===== src/design/pci_config_space_with_bar_decode_core_assert.svh =====
// Assertion helpers shared by the configuration space design.
// Each macro expands to one labeled concurrent assertion that is
// disabled while the synchronous reset is held.
`ifndef PCI_CONFIG_SPACE_WITH_BAR_DECODE_CORE_ASSERT_SVH
`define PCI_CONFIG_SPACE_WITH_BAR_DECODE_CORE_ASSERT_SVH

// Same-cycle implication.
`define PCICFG_ASSERT_IMPL(lbl, clk, rst_n, ante, cons) \
    lbl: assert property (@(posedge clk) disable iff (!(rst_n)) (ante) |-> (cons)) \
        else $error("configuration space assertion failed");

// Next-cycle implication.
`define PCICFG_ASSERT_NEXT(lbl, clk, rst_n, ante, cons) \
    lbl: assert property (@(posedge clk) disable iff (!(rst_n)) (ante) |=> (cons)) \
        else $error("configuration space assertion failed");

`endif


===== src/design/pcicfg_pkg.sv =====
package pcicfg_pkg;

    localparam int NUM_REGIONS_DEF = 7;
    localparam int SPACE_BYTES_DEF = 256;
    localparam int RAM_WIDTH_DEF   = 32;

    // Slot that holds the expansion ROM register.
    localparam logic [2:0] ROM_REGION = 3'd6;

    // Header layout.
    localparam logic [7:0] ID_LAST          = 8'h03;
    localparam logic [7:0] CLASS_FIRST      = 8'h08;
    localparam logic [7:0] CLASS_LAST       = 8'h0b;
    localparam logic [7:0] HDR_KIND_BYTE    = 8'h0e;
    localparam logic [7:0] BAR_FIRST        = 8'h10;
    localparam logic [7:0] BAR_END          = 8'h10 + 8'd4 * 8'd6;
    localparam logic [7:0] ROM_FIRST        = 8'h30;
    localparam logic [7:0] ROM_END          = 8'h34;
    localparam logic [7:0] BRIDGE_ROM_FIRST = 8'h38;
    localparam logic [7:0] BRIDGE_ROM_LAST  = 8'h3b;
    localparam logic [7:0] INT_PIN_BYTE     = 8'h3d;
    localparam logic [7:0] CMD_WORD_FIRST   = 8'h04;
    localparam logic [7:0] CMD_WORD_END     = 8'h06;
    localparam logic [6:0] CMD_DWORD        = 7'd1;
    localparam logic [6:0] HDR_DWORD        = 7'd3;

    localparam logic [7:0] HDR_DEVICE       = 8'h00;
    localparam logic [7:0] HDR_MULTI_DEVICE = 8'h80;

    localparam logic [31:0] IO_LIMIT = 32'h0001_0000;
    localparam logic [31:0] ALL_ONES = 32'hffff_ffff;

    localparam logic [2:0] MAX_LENGTH = 3'd4;

    localparam logic CMD_READ    = 1'b0;
    localparam logic CMD_WRITE   = 1'b1;
    localparam logic ITEM_DONE   = 1'b0;
    localparam logic ITEM_CHANGE = 1'b1;

    typedef logic [1:0] t_cfg_index;
    localparam t_cfg_index CFG_SIZES = 2'd0;
    localparam t_cfg_index CFG_KINDS = 2'd1;
    localparam t_cfg_index CFG_HDR   = 2'd2;

    typedef struct packed {
        logic        cmd;
        logic [7:0]  byte_address;
        logic [31:0] write_data;
        logic [2:0]  access_length;
    } t_req;

    typedef struct packed {
        logic [31:0] read_data;
        logic        item_kind;
        logic [2:0]  region_number;
        logic [31:0] region_base;
        logic        region_mapped;
        logic        last;
    } t_rsp;

    typedef struct packed {
        t_cfg_index  reg_index;
        logic [41:0] write_value;
    } t_cfg;

    // Controls for the shared region decode unit.
    typedef struct packed {
        logic [5:0] size_log;
        logic [3:0] kind;
        logic       is_rom;
        logic       cmd_io;
        logic       cmd_mem;
    } t_dec_ctl;

    // Mask of the address bits inside a region; size_log is at most 32.
    function automatic logic [31:0] low_mask(input logic [5:0] size_log);
        logic [32:0] one_hot;
        one_hot = 33'h1 << size_log;
        return 32'(one_hot - 33'h1);
    endfunction

    function automatic logic [7:0] reg_offset(input logic [2:0] region);
        return (region == ROM_REGION) ? ROM_FIRST : BAR_FIRST + {3'b000, region, 2'b00};
    endfunction

    function automatic logic read_only(input logic [7:0] a, input logic device);
        logic fixed;
        fixed = (a <= ID_LAST) || (a >= CLASS_FIRST && a <= CLASS_LAST) ||
                (a == HDR_KIND_BYTE) || (a == INT_PIN_BYTE);
        if (fixed) begin
            return 1'b1;
        end
        if (device) begin
            return (a >= BAR_FIRST && a < BAR_END) || (a >= ROM_FIRST && a < ROM_END);
        end
        return a >= BRIDGE_ROM_FIRST && a <= BRIDGE_ROM_LAST;
    endfunction

endpackage


===== src/design/pcicfg_ram.sv =====
module pcicfg_ram
    import pcicfg_pkg::*;
#(
    parameter int WIDTH = RAM_WIDTH_DEF,
    parameter int DEPTH = SPACE_BYTES_DEF / 4
) (
    input  logic                     i_clk,
    input  logic                     i_we,
    input  logic [$clog2(DEPTH)-1:0] i_waddr,
    input  logic [WIDTH-1:0]         i_wdata,
    input  logic [$clog2(DEPTH)-1:0] i_raddr,
    output logic [WIDTH-1:0]         o_rdata
);

    logic [WIDTH-1:0] r_mem [DEPTH];
    logic [WIDTH-1:0] r_rdata;

    always_ff @(posedge i_clk) begin
        if (i_we) begin
            r_mem[i_waddr] <= i_wdata;
        end
        r_rdata <= r_mem[i_raddr];
    end

    assign o_rdata = r_rdata;

endmodule


===== config.mk =====
export PLATFORM = sky130hd
export DESIGN_NAME = pcicfg_ram
export DESIGN_NICKNAME = d
export VERILOG_FILES = /design/src/design/pci_config_space_with_bar_decode_core_assert.svh /design/src/design/pcicfg_pkg.sv /design/src/design/pcicfg_ram.sv
export SDC_FILE = /design/constraint.sdc
export NUM_CORES = 2
export LEC_CHECK = 0
export BUFFER_PORTS_ARGS = -buffer_cell sky130_fd_sc_hd__buf_4
export CORE_MARGIN = 2
export CORE_UTILIZATION = 35
export DETAILED_ROUTE_END_ITERATION = 12
export PLACE_DENSITY_LB_ADDON = 0.15
export SLEW_MARGIN = 25
export SYNTH_ARGS = -nofsm -noshare
export SYNTH_HDL_FRONTEND = slang
export SYNTH_SLANG_ARGS = --single-unit

===== constraint.sdc =====
create_clock -name i_clk -period 5.8 [get_ports i_clk]
set_clock_uncertainty 0.15 [all_clocks]
set_input_delay 1.74 -clock i_clk [delete_from_list [all_inputs] [get_ports i_clk]]
set_output_delay 1.74 -clock i_clk [all_outputs]
set_load 0.05 [all_outputs]

==> flow_metrics.tcl <==
set metrics [dict create \
    status "complete, no violations" \
    ant_nets 0 \
    cp.required_ns 6.35 \
    clk_pin_slew_ns 0.06 \
    via_per_inst 5.45 \
    wl_per_cell_um 32.8 \
    clockRootBuffer "clkbuf_16" \
    synthArstFlopShare_pct 0 \
    rsz0062_at_grt "false" \
    grt_pass1_wl_um 309000 \
    antenna_found_initial 9 \
    cts_resized 0 \
    drt_iter0_drc 4050 \
    die_y_um 478 \
    fmax_mhz 236 \
    synth_cell_types 34 \
    max_slew.worst_pin.slew_ns 1.15 \
    ys_ff_latch 2080 \
    grt_remaining_overflow 0 \
    fin_ws_ns 1.56 \
    dpl.hpwl_um 121000 \
    synth_edf_count 2048 \
    layout_commonest_cell "edfxtp_1" \
    end_kind "register" \
    synth_area_per_cell_um2 23.6 \
    layout.nets 3677 \
    grt_max_degree 66 \
    synth_nets 3370 \
    critPathArrivalTime_ns 4.79 \
    die_x_um 478 \
    hp-class "register to register" \
    synth_ff_type "edfxtp_1" \
    fin_tns_setup_ns 0 \
    cap_violations 0 \
    clock_latency_ns 0.86 \
    timing.final.crit_share_pct 73.1 \
    setup_viol 0 \
    htreeDepth 4 \
    cts_buffers 217 \
    dr.pass1.iters 5 \
    startpoint_type "input port" \
    place_congestion 0.739 \
    core_um2 223000 \
    fin_area_um2 91100 \
    io_pins 78 \
    drc 0 \
    clockBufferDepth 3 \
    cts_setup_buffers 0 \
    synth_cells 3324 \
    cts_hold_buf 0 \
    p_leak_nw 28.2 \
    ys.warnings.count 0 \
    design.die.area_um2 228000 \
    synth_area_um2 78500 \
    slew_violations 0 \
    timing.final.hold_violations 0 \
    post-route-util_pct 41.0 \
    critical_path_class "input port to register" \
    place_area_um2 84300 \
    max-vdd-ir-drop_v 0.000331 \
    track_usage_pct 19.4 \
    p_per_area_nw_per_um2 348 \
    tritoncts "yes" \
    fin_crit_ns 4.24 \
    drt_wl_total_um 223000 \
    fp-row-count 173 \
    ys_seq_area_share_pct 79.1 \
    grt_pass1_vias 37800 \
    io_buffer_count 77 \
    cp_max_fo 44 \
    final_cell_mix "edfxtp_1 (2048), mux4_2 (544), buf_4 (230), clkbuf_16 (218), mux2i_1 (93)" \
    area_growth_pct 16.1 \
    max_slew_margin_pct 23.4 \
    drive_gt1_share_pct 31.2 \
    vias 37000 \
    start_util_pct 35.3 \
    clock_sinks 2080 \
    place_ws_ns 0.605 \
]
-- critical path, stage by stage --
cell,delay (ns)
buf_8,0.54
buf_12,0.26
buf_4,0.22
mux4_2,0.52
mux4_2,0.48
o22ai_1,0.75
nor2_1,0.13
-- path summary, 6_finish.rpt --
check / slack (ns) / endpoint / cells past startpoint / startpoint
max: 1.56 / o_rdata[3] / 7 / i_raddr[0]
min: 0.61 / o_rdata[17] / 4 / r_mem[28][17]
max reg2reg: 3.27 / o_rdata[3] / 4 / r_mem[63][3]
min reg2reg: 0.61 / o_rdata[17] / 4 / r_mem[28][17]
-- area by class of cell --
class	instances	area (um2)
Antenna cell	7	17.5
Clock inverter	108	846
Timing Repair Buffer	270	2500
Multi-Input combinational cell	1062	16000
Sequential cell	2080	62100
Tap cell	2975	3720
Clock buffer	296	5940
Fill cell	19600	131000
-- power by group --
| group | internal [W] | switching (W) | total, W | leakage [nW] |
|---|---|---|---|---|
| clock network | 0.00751 | 0.00581 | 0.0133 | 3.35 |
| logic | 0.000615 | 0.00108 | 0.00169 | 6.16 |
| registers | 0.0166 | 0.0000905 | 0.0167 | 18.7 |
-- metal layers --
metal | part of all wire [%] | up-vias | global-route usage (%)
met5 | 0.018 | - | 0
met4 | 3.1 | 6 | 6.27
met3 | 6.1 | 297 | 3.58
met2 | 46 | 1224 | 30.1
met1 | 44 | 20600 | 27.8
li1 | - | 14900 | -
-- cell families after synthesis --
family / Yosys count / share of synthesized area, %
multiplexers: 637 / 16.8
AND/OR/NAND/NOR: 223 / 1.27
buffers and inverters: 182 / 1.13
AO/OA/AOI/OAI: 202 / 1.67
flip-flops: 2080 / 79.1
-- through the flow --
| stage | total power [W] | hold WS (ns) | cells |
|---|---|---|---|
| floorplan | 0.0179 | 0.513 | 3324 |
| global placement | 0.0188 | 0.586 | 6386 |
| detailed placement | 0.0188 | 0.603 | 6386 |
| CTS | 0.0321 | 0.618 | 6790 |
| global route | 0.0327 | 0.670 | 6796 |
| finish | 0.0317 | 0.614 | 6798 |
-- registers in the layout (all words and copies together) (netlist names) --
| name | flops |
|---|---|
| r_mem | 2048 |
| o_rdata | 32 |
-- Yosys cell counts (all sizes together), types with 4 or more instances --
cell type | instances | area (um2)
nand2 | 26 | 97.6
dfxtp | 32 | 641
and3 | 4 | 25.0
o32ai | 4 | 35.0
a41o | 4 | 40.0
mux4 | 544 | 12300
mux2i | 93 | 931
a311oi | 8 | 70.1
buf | 108 | 608
or3b | 5 | 43.8
clkbuf | 74 | 278
nor2b | 15 | 93.8
nor2 | 137 | 514
a22oi | 12 | 90.1
a21oi | 62 | 310
o22ai | 84 | 526
nand2b | 8 | 50.1
nand3b | 5 | 37.5
o221ai | 27 | 236
nand3 | 5 | 25.0
edfxtp | 2048 | 61500
nor3 | 7 | 35.0
No activity file was read; power rests on OpenSTA's default activity.
