==> src/design/pci_config_space_with_bar_decode_core_assert.svh <==
// Assertion helpers shared by the configuration space design.
// Each macro expands to one labeled concurrent assertion that is
// disabled while the synchronous reset is held.
`ifndef PCI_CONFIG_SPACE_WITH_BAR_DECODE_CORE_ASSERT_SVH
`define PCI_CONFIG_SPACE_WITH_BAR_DECODE_CORE_ASSERT_SVH

// Same-cycle implication.
`define PCICFG_ASSERT_IMPL(lbl, clk, rst_n, ante, cons) \
    lbl: assert property (@(posedge clk) disable iff (!(rst_n)) (ante) |-> (cons)) \
        else $error("configuration space assertion failed");

// Next-cycle implication.
`define PCICFG_ASSERT_NEXT(lbl, clk, rst_n, ante, cons) \
    lbl: assert property (@(posedge clk) disable iff (!(rst_n)) (ante) |=> (cons)) \
        else $error("configuration space assertion failed");

`endif

==> src/design/pcicfg_pkg.sv <==
package pcicfg_pkg;

    localparam int NUM_REGIONS_DEF = 7;
    localparam int SPACE_BYTES_DEF = 256;
    localparam int RAM_WIDTH_DEF   = 32;

    // Slot that holds the expansion ROM register.
    localparam logic [2:0] ROM_REGION = 3'd6;

    // Header layout.
    localparam logic [7:0] ID_LAST          = 8'h03;
    localparam logic [7:0] CLASS_FIRST      = 8'h08;
    localparam logic [7:0] CLASS_LAST       = 8'h0b;
    localparam logic [7:0] HDR_KIND_BYTE    = 8'h0e;
    localparam logic [7:0] BAR_FIRST        = 8'h10;
    localparam logic [7:0] BAR_END          = 8'h10 + 8'd4 * 8'd6;
    localparam logic [7:0] ROM_FIRST        = 8'h30;
    localparam logic [7:0] ROM_END          = 8'h34;
    localparam logic [7:0] BRIDGE_ROM_FIRST = 8'h38;
    localparam logic [7:0] BRIDGE_ROM_LAST  = 8'h3b;
    localparam logic [7:0] INT_PIN_BYTE     = 8'h3d;
    localparam logic [7:0] CMD_WORD_FIRST   = 8'h04;
    localparam logic [7:0] CMD_WORD_END     = 8'h06;
    localparam logic [6:0] CMD_DWORD        = 7'd1;
    localparam logic [6:0] HDR_DWORD        = 7'd3;

    localparam logic [7:0] HDR_DEVICE       = 8'h00;
    localparam logic [7:0] HDR_MULTI_DEVICE = 8'h80;

    localparam logic [31:0] IO_LIMIT = 32'h0001_0000;
    localparam logic [31:0] ALL_ONES = 32'hffff_ffff;

    localparam logic [2:0] MAX_LENGTH = 3'd4;

    localparam logic CMD_READ    = 1'b0;
    localparam logic CMD_WRITE   = 1'b1;
    localparam logic ITEM_DONE   = 1'b0;
    localparam logic ITEM_CHANGE = 1'b1;

    typedef logic [1:0] t_cfg_index;
    localparam t_cfg_index CFG_SIZES = 2'd0;
    localparam t_cfg_index CFG_KINDS = 2'd1;
    localparam t_cfg_index CFG_HDR   = 2'd2;

    typedef struct packed {
        logic        cmd;
        logic [7:0]  byte_address;
        logic [31:0] write_data;
        logic [2:0]  access_length;
    } t_req;

    typedef struct packed {
        logic [31:0] read_data;
        logic        item_kind;
        logic [2:0]  region_number;
        logic [31:0] region_base;
        logic        region_mapped;
        logic        last;
    } t_rsp;

    typedef struct packed {
        t_cfg_index  reg_index;
        logic [41:0] write_value;
    } t_cfg;

    // Controls for the shared region decode unit.
    typedef struct packed {
        logic [5:0] size_log;
        logic [3:0] kind;
        logic       is_rom;
        logic       cmd_io;
        logic       cmd_mem;
    } t_dec_ctl;

    // Mask of the address bits inside a region; size_log is at most 32.
    function automatic logic [31:0] low_mask(input logic [5:0] size_log);
        logic [32:0] one_hot;
        one_hot = 33'h1 << size_log;
        return 32'(one_hot - 33'h1);
    endfunction

    function automatic logic [7:0] reg_offset(input logic [2:0] region);
        return (region == ROM_REGION) ? ROM_FIRST : BAR_FIRST + {3'b000, region, 2'b00};
    endfunction

    function automatic logic read_only(input logic [7:0] a, input logic device);
        logic fixed;
        fixed = (a <= ID_LAST) || (a >= CLASS_FIRST && a <= CLASS_LAST) ||
                (a == HDR_KIND_BYTE) || (a == INT_PIN_BYTE);
        if (fixed) begin
            return 1'b1;
        end
        if (device) begin
            return (a >= BAR_FIRST && a < BAR_END) || (a >= ROM_FIRST && a < ROM_END);
        end
        return a >= BRIDGE_ROM_FIRST && a <= BRIDGE_ROM_LAST;
    endfunction

endpackage

==> src/design/pcicfg_decode.sv <==
module pcicfg_decode
    import pcicfg_pkg::*;
(
    input  logic        i_clk,
    input  t_dec_ctl    i_ctl,
    input  logic [31:0] i_raw,
    output logic [31:0] o_base
);

    logic [31:0] mask;
    logic [31:0] base;
    logic [31:0] top_addr;
    logic        io_bad;
    logic        mem_bad;
    logic [31:0] r_base;

    // The base keeps the register bits above the region size; the region is
    // dropped when it is disabled, starts at zero, wraps or hits its limit.
    always_comb begin
        mask     = low_mask(i_ctl.size_log);
        base     = i_raw & ~mask;
        top_addr = base + mask;
        io_bad   = !i_ctl.cmd_io || (top_addr <= base) || (base == '0) ||
                   (top_addr >= IO_LIMIT);
        mem_bad  = !i_ctl.cmd_mem || (i_ctl.is_rom && !i_raw[0]) ||
                   (top_addr <= base) || (base == '0) || (top_addr == ALL_ONES);
    end

    always_ff @(posedge i_clk) begin
        r_base <= (i_ctl.kind[0] ? io_bad : mem_bad) ? ALL_ONES : base;
    end

    assign o_base = r_base;

endmodule

==> config.mk <==
export PLATFORM = sky130hd
export DESIGN_NAME = pcicfg_decode
export DESIGN_NICKNAME = d
export VERILOG_FILES = /design/src/design/pci_config_space_with_bar_decode_core_assert.svh /design/src/design/pcicfg_pkg.sv /design/src/design/pcicfg_decode.sv
export SDC_FILE = /design/constraint.sdc
export NUM_CORES = 1
export LEC_CHECK = 0
export BUFFER_PORTS_ARGS = -buffer_cell sky130_fd_sc_hd__buf_4
export CELL_PAD_IN_SITES_DETAIL_PLACEMENT = 1
export CELL_PAD_IN_SITES_GLOBAL_PLACEMENT = 1
export CORE_UTILIZATION = 43
export DETAILED_ROUTE_END_ITERATION = 16
export HOLD_SLACK_MARGIN = 0.06
export PLACE_DENSITY = 0.84
export SLEW_MARGIN = 10
export SYNTH_ARGS = -nofsm -noshare
export SYNTH_HDL_FRONTEND = slang
export SYNTH_SLANG_ARGS = --single-unit
==> constraint.sdc <==
create_clock -name i_clk -period 7.5 [get_ports i_clk]
set_input_delay 0.375 -clock i_clk [delete_from_list [all_inputs] [get_ports i_clk]]
set_output_delay 0.375 -clock i_clk [all_outputs]
set_load 0.01 [all_outputs]
==> results.txt <==
----------------------------------------------------
[Timing]
  Final Setup Violations ... 0
  Maximum clock frequency ... 159 MHz
  Final setup TNS ... 0 ns
  Unrepaired setup endpoints after global routing ... false
  Final hold vios ... 0
  Number of max-slew violations in the final report ... 0
  Final Critical Period ... 6.30 ns
  Share of the cycle needed by the critical path after routing ... 84.0%
  Worst Max-Slew Pin Slew ... 0.867 ns
  Max transition margin ... 41.7%

[Cells and area]
  Antenna cell count ... 0
  Fill cells ... 940
  Synth-to-layout area growth ... 20.5%
  Final Core Density ... 54.3%
  Finished layout cell area ... 3980 µm²
  Most common cell after layout, fill and taps aside ... sky130_fd_sc_hd__nand2_1
  Largest register FFs ... 32
  Ratio of cells with drive above 1 in the final layout ... 22.0%
  Nets ... 579
  Commonest non-fill, non-tap cells in the layout ... sky130_fd_sc_hd__nand2_1 (78), sky130_fd_sc_hd__buf_4 (75), sky130_fd_sc_hd__ha_1 (34), sky130_fd_sc_hd__dfxtp_1 (32), sky130_fd_sc_hd__nor2_1 (27)

[Drt]
  DR vias ... 3692
  Total DRC errors in the routed layout ... 0
  Post-DR wirelength/cell ... 20.5 µm
  Router iterations before antenna repair ... 5
  Post-detailed-route count of antenna-violating nets ... 0
  Via/cell ratio ... 6.16
  Final Routed Wirelength ... 12300 µm
  Drt initial violations ... 269

[Clock tree]
  Hold bufs inserted after CTS ... 0
  Number of setup buffers added after CTS ... 0
  TritonCTS clock tree ... built
  Root Driver ... sky130_fd_sc_hd__clkbuf_8
  Total of cells resized after clock tree synthesis ... 0
  H-tree lvl count ... 2
  Number of clock sinks ... 32
  Clock transition at path regs ... 0.07 ns
  Clock buffers created by TritonCTS ... 5
  Longest Clk Path Bufs ... 2

[Placed design]
  Count of buffers inserted at the top-level ports ... 74
  Final Wtd Congestion ... 0.925
  Final HPWL DP ... 9820 µm
  Placed standard-cell area ... 3850 µm²

[Setup path]
  Launching element type of the critical path ... input pin
  Capturing element type of the critical path ... register
  Critical Path AT ... 6.45 ns
  Max stage delay cell, worst path ... sky130_fd_sc_hd__nor4_1
  Cell family with most CP delay ... simple AND/OR/NAND/NOR gates
  Number of buffer and inverter stages on the critical path ... 2
  Type of the worst setup path ... input pin to register
  Crit-path cells ... buf_4 -> or2_2 -> or3_1 -> ha_1 -> buf_4 -> nor2_1 -> nand3_1 -> o221ai_1 -> nor2_1 -> xnor2_1 -> ha_1 -> nand2_1 -> nor4_1 -> o21ai_0 -> o2111ai_1 -> a211oi_1 -> a32o_1 -> a2111oi_2 -> nand3_1 -> o22ai_4 -> nand2_1
  Critical path required time ... 7.65 ns
  Longest individual stage delay on the worst path ... 0.72 ns
  Maximum fanout encountered on the critical timing path ... 32

[Power and ir drop]
  Standby leakage power ... 1.58 nW
  Worst vdd ir ... 0.0773 mV
  Areal power density over the cells ... 144 nW/µm²

[GRT]
  Global-route wire length before repair ... 18700 µm
  Pin count of the biggest net entering global routing ... 34
  Congestion Overflow GR ... 0
  Global-route total usage across every layer ... 32.0%
  Number of antenna violations at the first check in global routing ... 0
  Number of global-route vias before repair ... 3556

[Yosys]
  Number of warnings reported in the yosys synthesis log ... 0
  Average size of a mapped cell ... 7.55 µm²
  Syn_nets ... 517
  Share of flip-flops with an asynchronous set or reset ... 0%
  Number of different library cells in the post-synthesis netlist ... 67
  Synthesis-stage register bit count ... 32
  Cell area after synthesis ... 3300 µm²
  Cell count after synthesis ... 437
  Most used DFF post-synth ... sky130_fd_sc_hd__dfxtp_1
  Number of flops mapped to enable cells by yosys ... 0
  Register area share after synthesis ... 19.4%

[Min path]
  Cell count of the worst hold path ... 3
  HP Start ... i_raw[7]
  Type of the worst min-delay path ... input pin to register
  Sink of the worst hold path ... o_base[7]

[Floorplan]
  Starting density of the core ... 45.0%
  Count of boundary I/O pins ... 78
  Horizontal extent of the die ... 89.6 µm
  Core Footprint ... 7330 µm²
  Die height ... 89.6 µm
  Die outline area ... 8030 µm²
  Number of rows created at floorplan ... 31

[Run status]
  Result of the run ... finished clean

[Job]
  Total of max-cap violations ... 0

----------------------------------------------------
[final cells by class]
cell class	instances	area (µm²)	share of cell area [%]
Clock inverter	1	30.0	0.755
Inverter	16	60.1	1.51
Clock buffer	7	96.3	2.42
Timing Repair Buffer	75	563	14.2
Multi-Input combinational cell	369	2460	61.9
Tap cell	99	124	3.11
Sequential cell	32	641	16.1
[metrics by stage]
stage               setup slack (ns)  hold slack, ns  instances  total power, W
CTS                             1.33           0.340        599        0.000568
floorplan                       2.91           0.492        437        0.000314
finish                          1.20           0.344        599        0.000571
detailed placement              1.04           0.636        591        0.000386
global placement                1.13           0.626        591        0.000377
global route                   0.989           0.353        599        0.000601
[where the power goes]
group	internal, W	switching [W]
sequential	0.000180	0.00000260
clock	0.000117	0.0000644
combinational	0.0000838	0.000123
[layer usage]
layer / vias up / share of wire, % / GRT usage (%)
met2: 155 / 47 / 51.8
met4: 0 / 3.1 / 14.1
met1: 1795 / 45 / 43.3
met5: - / 0 / 0
li1: 1717 / - / -
met3: 25 / 5.3 / 2.65
[worst max path at each step]
stage	startpoint	to	slack, ns	depth (start not counted)
floorplan	i_ctl[9]	o_base[14]	2.91	21
global placement	i_ctl[9]	o_base[12]	1.13	20
detailed placement	i_ctl[9]	o_base[3]	1.04	21
CTS	i_ctl[9]	o_base[3]	1.33	21
global route	i_ctl[9]	o_base[1]	0.99	21
finish	i_ctl[9]	o_base[1]	1.20	21
[Yosys cell counts, types with 5 or more instances]
cell type | number | area share [%]
sky130_fd_sc_hd__or3_1 | 8 | 1.5
sky130_fd_sc_hd__nand3_1 | 21 | 3.2
sky130_fd_sc_hd__nand4_1 | 12 | 2.3
sky130_fd_sc_hd__xor2_1 | 7 | 1.9
sky130_fd_sc_hd__buf_2 | 12 | 1.8
sky130_fd_sc_hd__nand2b_1 | 14 | 2.7
sky130_fd_sc_hd__ha_1 | 34 | 13
sky130_fd_sc_hd__nand4b_1 | 6 | 1.6
sky130_fd_sc_hd__inv_1 | 16 | 1.8
sky130_fd_sc_hd__nand2_1 | 78 | 8.9
sky130_fd_sc_hd__nor2_1 | 27 | 3.1
sky130_fd_sc_hd__a211oi_1 | 10 | 2.3
sky130_fd_sc_hd__nor3_1 | 10 | 1.5
sky130_fd_sc_hd__dfxtp_1 | 32 | 19
sky130_fd_sc_hd__o211ai_1 | 7 | 1.6
sky130_fd_sc_hd__xnor2_1 | 10 | 2.7
sky130_fd_sc_hd__or2_2 | 8 | 1.5
sky130_fd_sc_hd__nor4_1 | 5 | 0.95
sky130_fd_sc_hd__o21ai_0 | 15 | 2.3
sky130_fd_sc_hd__a21oi_1 | 20 | 3.0
[kinds of logic after synthesis]
| family | share of synthesized area, % |
|---|---|
| simple gates | 37.1 |
| fa+ha+maj | 12.9 |
| flops | 19.4 |
| xor+xnor | 4.51 |
| compound gates | 19.7 |
| other cells | 0.114 |
| mux | 0.303 |
| buf+inv | 5.91 |
Power figures use the tool's default switching activity.
